<file path="src/hdl/mvab_pkg.sv">
`default_nettype none
// ----------------------------------------------------------------------------
// mvab_pkg
// Shared types and constants of the mesh vertex adjacency builder: field
// widths, request kinds, and the command and status bundles that join the
// controller and the datapath.
// ----------------------------------------------------------------------------
package mvab_pkg;

  // Field widths.
  localparam int VERTEX_W    = 12;
  localparam int ENTRY_W     = 13;
  localparam int COUNT_W     = 13;
  localparam int KIND_W      = 2;
  localparam int SHOWN_SLOTS = 6;

  // Default sizes of the neighbor store.
  localparam int MAX_VERTICES_DEF     = 4096;
  localparam int SLOTS_PER_VERTEX_DEF = 6;

  // Vertex count after reset.
  localparam logic [COUNT_W-1:0] COUNT_RESET = 13'd4096;

  // Request kinds.
  localparam logic [KIND_W-1:0] KIND_FACE  = 2'd0;
  localparam logic [KIND_W-1:0] KIND_READ  = 2'd1;
  localparam logic [KIND_W-1:0] KIND_CLEAR = 2'd2;

  // Commands from the controller to the datapath.
  typedef struct packed {
    logic       load_item;
    logic       rd_en;
    logic       wr_en;
    logic       clr_en;
    logic       out_load;
    logic [1:0] corner;
  } cmd_t;

  // Status from the datapath to the controller.
  typedef struct packed {
    logic [KIND_W-1:0] kind;
    logic              bad;
    logic              clr_last;
    logic              out_free;
  } sts_t;

endpackage
`default_nettype wire

</file>
<file path="src/hdl/mvab_ctrl.sv">
`default_nettype none
// ----------------------------------------------------------------------------
// mvab_ctrl
// Controller state machine: accepts requests, steps the datapath through the
// read and write of each corner row, runs the clearing sweep and hands the
// result to the output register.
// ----------------------------------------------------------------------------
module mvab_ctrl (
  input  wire logic           clk,
  input  wire logic           rst,
  input  wire logic           in_valid,
  output logic                in_ready,
  input  wire mvab_pkg::sts_t sts,
  output mvab_pkg::cmd_t      cmd
);

  localparam logic [2:0] ST_IDLE     = 3'd0;
  localparam logic [2:0] ST_DISPATCH = 3'd1;
  localparam logic [2:0] ST_READ     = 3'd2;
  localparam logic [2:0] ST_WRITE    = 3'd3;
  localparam logic [2:0] ST_DONE     = 3'd4;
  localparam logic [2:0] ST_CLEAR    = 3'd5;

  logic [2:0] state;
  logic [2:0] state_next;
  logic [1:0] corner;
  logic [1:0] corner_next;
  logic       sweep_result;
  logic       sweep_result_next;

  // State registers; reset starts with a clearing sweep that gives no result.
  always_ff @(posedge clk) begin
    if (rst) begin
      state        <= ST_CLEAR;
      corner       <= 2'd0;
      sweep_result <= 1'b0;
    end else begin
      state        <= state_next;
      corner       <= corner_next;
      sweep_result <= sweep_result_next;
    end
  end

  // Next state and commands.
  always_comb begin
    state_next        = state;
    corner_next       = corner;
    sweep_result_next = sweep_result;
    cmd               = '0;
    cmd.corner        = corner;
    in_ready          = 1'b0;
    case (state)
      ST_IDLE: begin
        in_ready      = 1'b1;
        cmd.load_item = in_valid;
        if (in_valid) begin
          state_next  = ST_DISPATCH;
          corner_next = 2'd0;
        end
      end
      ST_DISPATCH: begin
        if (sts.bad) begin
          state_next = ST_DONE;
        end else begin
          case (sts.kind)
            mvab_pkg::KIND_FACE,
            mvab_pkg::KIND_READ: state_next = ST_READ;
            mvab_pkg::KIND_CLEAR: begin
              state_next        = ST_CLEAR;
              sweep_result_next = 1'b1;
            end
            default: state_next = ST_DONE;
          endcase
        end
      end
      ST_READ: begin
        cmd.rd_en  = 1'b1;
        state_next = (sts.kind == mvab_pkg::KIND_FACE) ? ST_WRITE : ST_DONE;
      end
      ST_WRITE: begin
        cmd.wr_en = 1'b1;
        if (corner == 2'd2) begin
          state_next = ST_DONE;
        end else begin
          corner_next = corner + 2'd1;
          state_next  = ST_READ;
        end
      end
      ST_DONE: begin
        if (sts.out_free) begin
          cmd.out_load = 1'b1;
          state_next   = ST_IDLE;
        end
      end
      ST_CLEAR: begin
        cmd.clr_en = 1'b1;
        if (sts.clr_last) begin
          state_next        = sweep_result ? ST_DONE : ST_IDLE;
          sweep_result_next = 1'b0;
        end
      end
      default: begin
        state_next = ST_IDLE;
      end
    endcase
  end

`ifndef SYNTHESIS
  // A result is only loaded when the output register can take it.
  a_load_free: assert property (@(posedge clk) disable iff (rst)
    cmd.out_load |-> sts.out_free)
    else $error("result loaded into an occupied output register");

  // The memory is never written by a corner and by the sweep together.
  a_one_writer: assert property (@(posedge clk) disable iff (rst)
    !(cmd.wr_en && cmd.clr_en))
    else $error("corner write collides with clearing sweep");

  // A face walks at most three corners.
  a_corner_range: assert property (@(posedge clk) disable iff (rst)
    corner != 2'd3)
    else $error("corner counter past the third corner");

  // A row write always follows its own row read.
  a_write_after_read: assert property (@(posedge clk) disable iff (rst)
    cmd.wr_en |-> $past(cmd.rd_en))
    else $error("row written without a preceding read");
`endif

endmodule
`default_nettype wire

</file>
<file path="config.mk">
export PLATFORM = sky130hd
export DESIGN_NAME = mvab_ctrl
export DESIGN_NICKNAME = d
export VERILOG_FILES = /design/src/hdl/mvab_pkg.sv /design/src/hdl/mvab_ctrl.sv
export SDC_FILE = /design/constraint.sdc
export NUM_CORES = 1
export LEC_CHECK = 0
export BUFFER_PORTS_ARGS = -buffer_cell sky130_fd_sc_hd__buf_2
export CORE_AREA = 3 3 40 42
export DETAILED_ROUTE_END_ITERATION = 8
export DIE_AREA = 0 0 43 45
export GPL_ROUTABILITY_DRIVEN = 1
export MAX_ROUTING_LAYER = met4
export PLACE_DENSITY = 0.58
export SLEW_MARGIN = 15
export SYNTH_ARGS = -nofsm -noshare
export SYNTH_HDL_FRONTEND = slang
export SYNTH_SLANG_ARGS = --single-unit
</file>
<file path="constraint.sdc">
create_clock -name clk -period 1.2 [get_ports clk]
set_input_delay 0.06 -clock clk [delete_from_list [all_inputs] [get_ports clk]]
set_output_delay 0.06 -clock clk [all_outputs]
set_load 0.02 [all_outputs]
</file>
==> out/metrics.cfg <==
[logic_synthesis]
async_flop_share=0
synth_edf_count=0
syn_nets=65
synth_area_per_cell_sq_um=8.00
synth_area_leader_cell=dfxtp_1
yosys.area.top_type_share=0.268
synth_area_leaders=dfxtp_1 27%, a21oi_1 7.8%, nor4b_2 6.7%
ys_warn_count=0
synth_cell_types=27
syn_inst=56
synth-seq-cells=6
synth_area_sq_um=448
synthFlopType=dfxtp_1
netlist_top_cells_count=7 x a21oi_1, 7 x nor2_1, 6 x dfxtp_1
seq_area_frac_synth=0.268

[timing]
tightestPinTransition_ps=263
finalMaxSlewViolations=0
slew-limit-headroom=0.824
max_freq_mhz=802
hold_viol_final=0
fin_crit_ps=1250
timing.final.crit_share=1.04
rsz0062_at_grt=yes
clock_skew_ps=14.4
tns_ps=-127
setup_viol=3
timing.final.ws_setup_ps=-47.0

[floorplanning]
die_x_um=43
num_rows=13
die_area_sq_um=1940
core_sq_um=1280
fp.dieH_um=45
io_pins=16
start_util=0.349

[finish]
final_cells=98
utilization=0.568
diodes=0
final_nets=93
drive_above_1_share=0.554
syn_to_final_growth_pct=62.8

[critical_path]
r2r-end=corner[1]
crit_type=reg2out
crit_slowest_cell=dfxtp_2
reg2reg_slack_ps=0
crit_top_cell=buf_4
crit_chain=buf_4, nor4b_4, buf_4
end_kind=primary output
crit_fanout=5
critPathArrivalTime_ps=1190
max_stage_delay_ps=340
crit_required_ps=1140
rr_worst_depth=6
crit_path_end=cmd[6]
crit_start=state[1]
r2r-start=corner[0]
critPathLaunchType=register

[drt]
wire_per_inst_um=11.7
wirelength_um=1140
drtIter0Drc=3
drc=0
firstDrtPassIters=4
num_vias=475
vias_per_cell=4.85
drtAntennaViolNets=0

[global_route]
overflow=0
grt_use_total=0.140
grt_pass1_wl_um=1880
antenna_found_initial=0
grt_max_degree=9
grt_pass1_vias=439

[power_and_ir_drop]
finalPower_mw=0.642
clockPowerShare=0.314
p_comb_frac=0.331
power.density_nw_per_um2=880
pwr-share-seq=0.355
p_sw_mw=0.197
p_int_mw=0.444
p_leak_nw=0.322
ir_drop_uv=771
p_sw_frac=0.308

[placement]
gp_routability_congestion=0.752
dp.cells=90
io_buffers=15
dp_hpwl_um=825

[cts]
clkTransAtPathRegs_ps=50
h-tree-depth=1
cts.path.max_buffers=2
numCtsBuffers=3
clock-sinks=6
clk_latency_ps=250
cts.root.buffer_cell=clkbuf_4
cts_hold_buffers=0
cts_tree=yes

[status]
violations=setup timing
outcome=finished, violations left

[flow_run]
maxCapViolCount=0

[hold_path]
hold_class=in2reg

[metrics by stage]
step	instance area, sq um	setup slack, ps	hold slack [ps]
finish	729	-47.0	57.5
global placement	593	-48.7	318
floorplan	470	-20.1	123
CTS	698	-58.5	45.6
detailed placement	593	-67.0	317
global route	729	-132	56.5
[layout make-up]
type | instances | area (sq um)
timing repair buffer | 26 | 195
tap | 15 | 18.8
clock buffer | 4 | 26.3
sequential | 6 | 134
multi-input combinational | 45 | 345
fill | 122 | 556
inverter | 2 | 10.0
[layout by cell type, fill, tap and decap left out, drive strengths merged, types with 2 or more instances in the layout]
cell type	count
and2	2
nor4b	2
o21ai	4
nor3	4
nor2b	3
and2b	2
a22oi	2
buf	26
nand2	2
a21oi	7
inv	2
clkbuf	4
dfxtp	6
nor2	7
[kinds of logic (layout without fill, tap and decap cells)]
family | after synthesis | count (layout) | share of synthesized area
muxes | 1 | 1 | 0.0223
adders and majority gates | 1 | 1 | 0.0279
DFF | 6 | 6 | 0.268
AOI/OAI and AO/OA | 16 | 16 | 0.209
and+or+nand+nor | 27 | 27 | 0.402
buffers and inverters | 5 | 32 | 0.0698
[how the worst min path moves through the flow]
stage	cells past startpoint	end	from	slack, ps
detailed placement	2	corner[1]	rst	320
global placement	2	corner[1]	rst	320
finish	2	state[1]	rst	60
CTS	2	state[1]	rst	50
floorplan	1	corner[0]	rst	120
global route	2	corner[0]	rst	60
[registers in the layout, indices dropped and copies added, names as in the netlist]
register	count
corner	2
sweep_result	1
state	3
[power by group through the flow]
stage | clock network, mW | logic [mW] | registers [mW]
4_1_cts | 0.214 | 0.201 | 0.228
3_5_place_dp | 0 | 0.176 | 0.230
2_1_floorplan | 0 | 0.131 | 0.222
3_3_place_gp | 0 | 0.174 | 0.229
6_report | 0.202 | 0.212 | 0.228
5_1_grt | 0.228 | 0.232 | 0.230
[critical path: cells and delay by family, from the launching register on]
family | cells | cell delay, ps
flops | 1 | 340
buf+inv | 2 | 340
simple gates | 1 | 260
[per-layer routing]
layer | global-route usage | vias to the layer above | share of wire
met4 | 0.0904 | 0 | 0.010
met5 | - | - | 0
met3 | 0.0359 | 2 | 0.052
met2 | 0.231 | 12 | 0.50
met1 | 0.150 | 208 | 0.43
li1 | - | 253 | -
[what timing repair did]
item,4_1_cts,5_1_grt
setup buffers,3,1
pin swaps,7,6
hold endpoints to repair,0,0
resized for setup,16,9
endpoints found under the setup margin,10,11
Power figures use the tool's default switching activity.
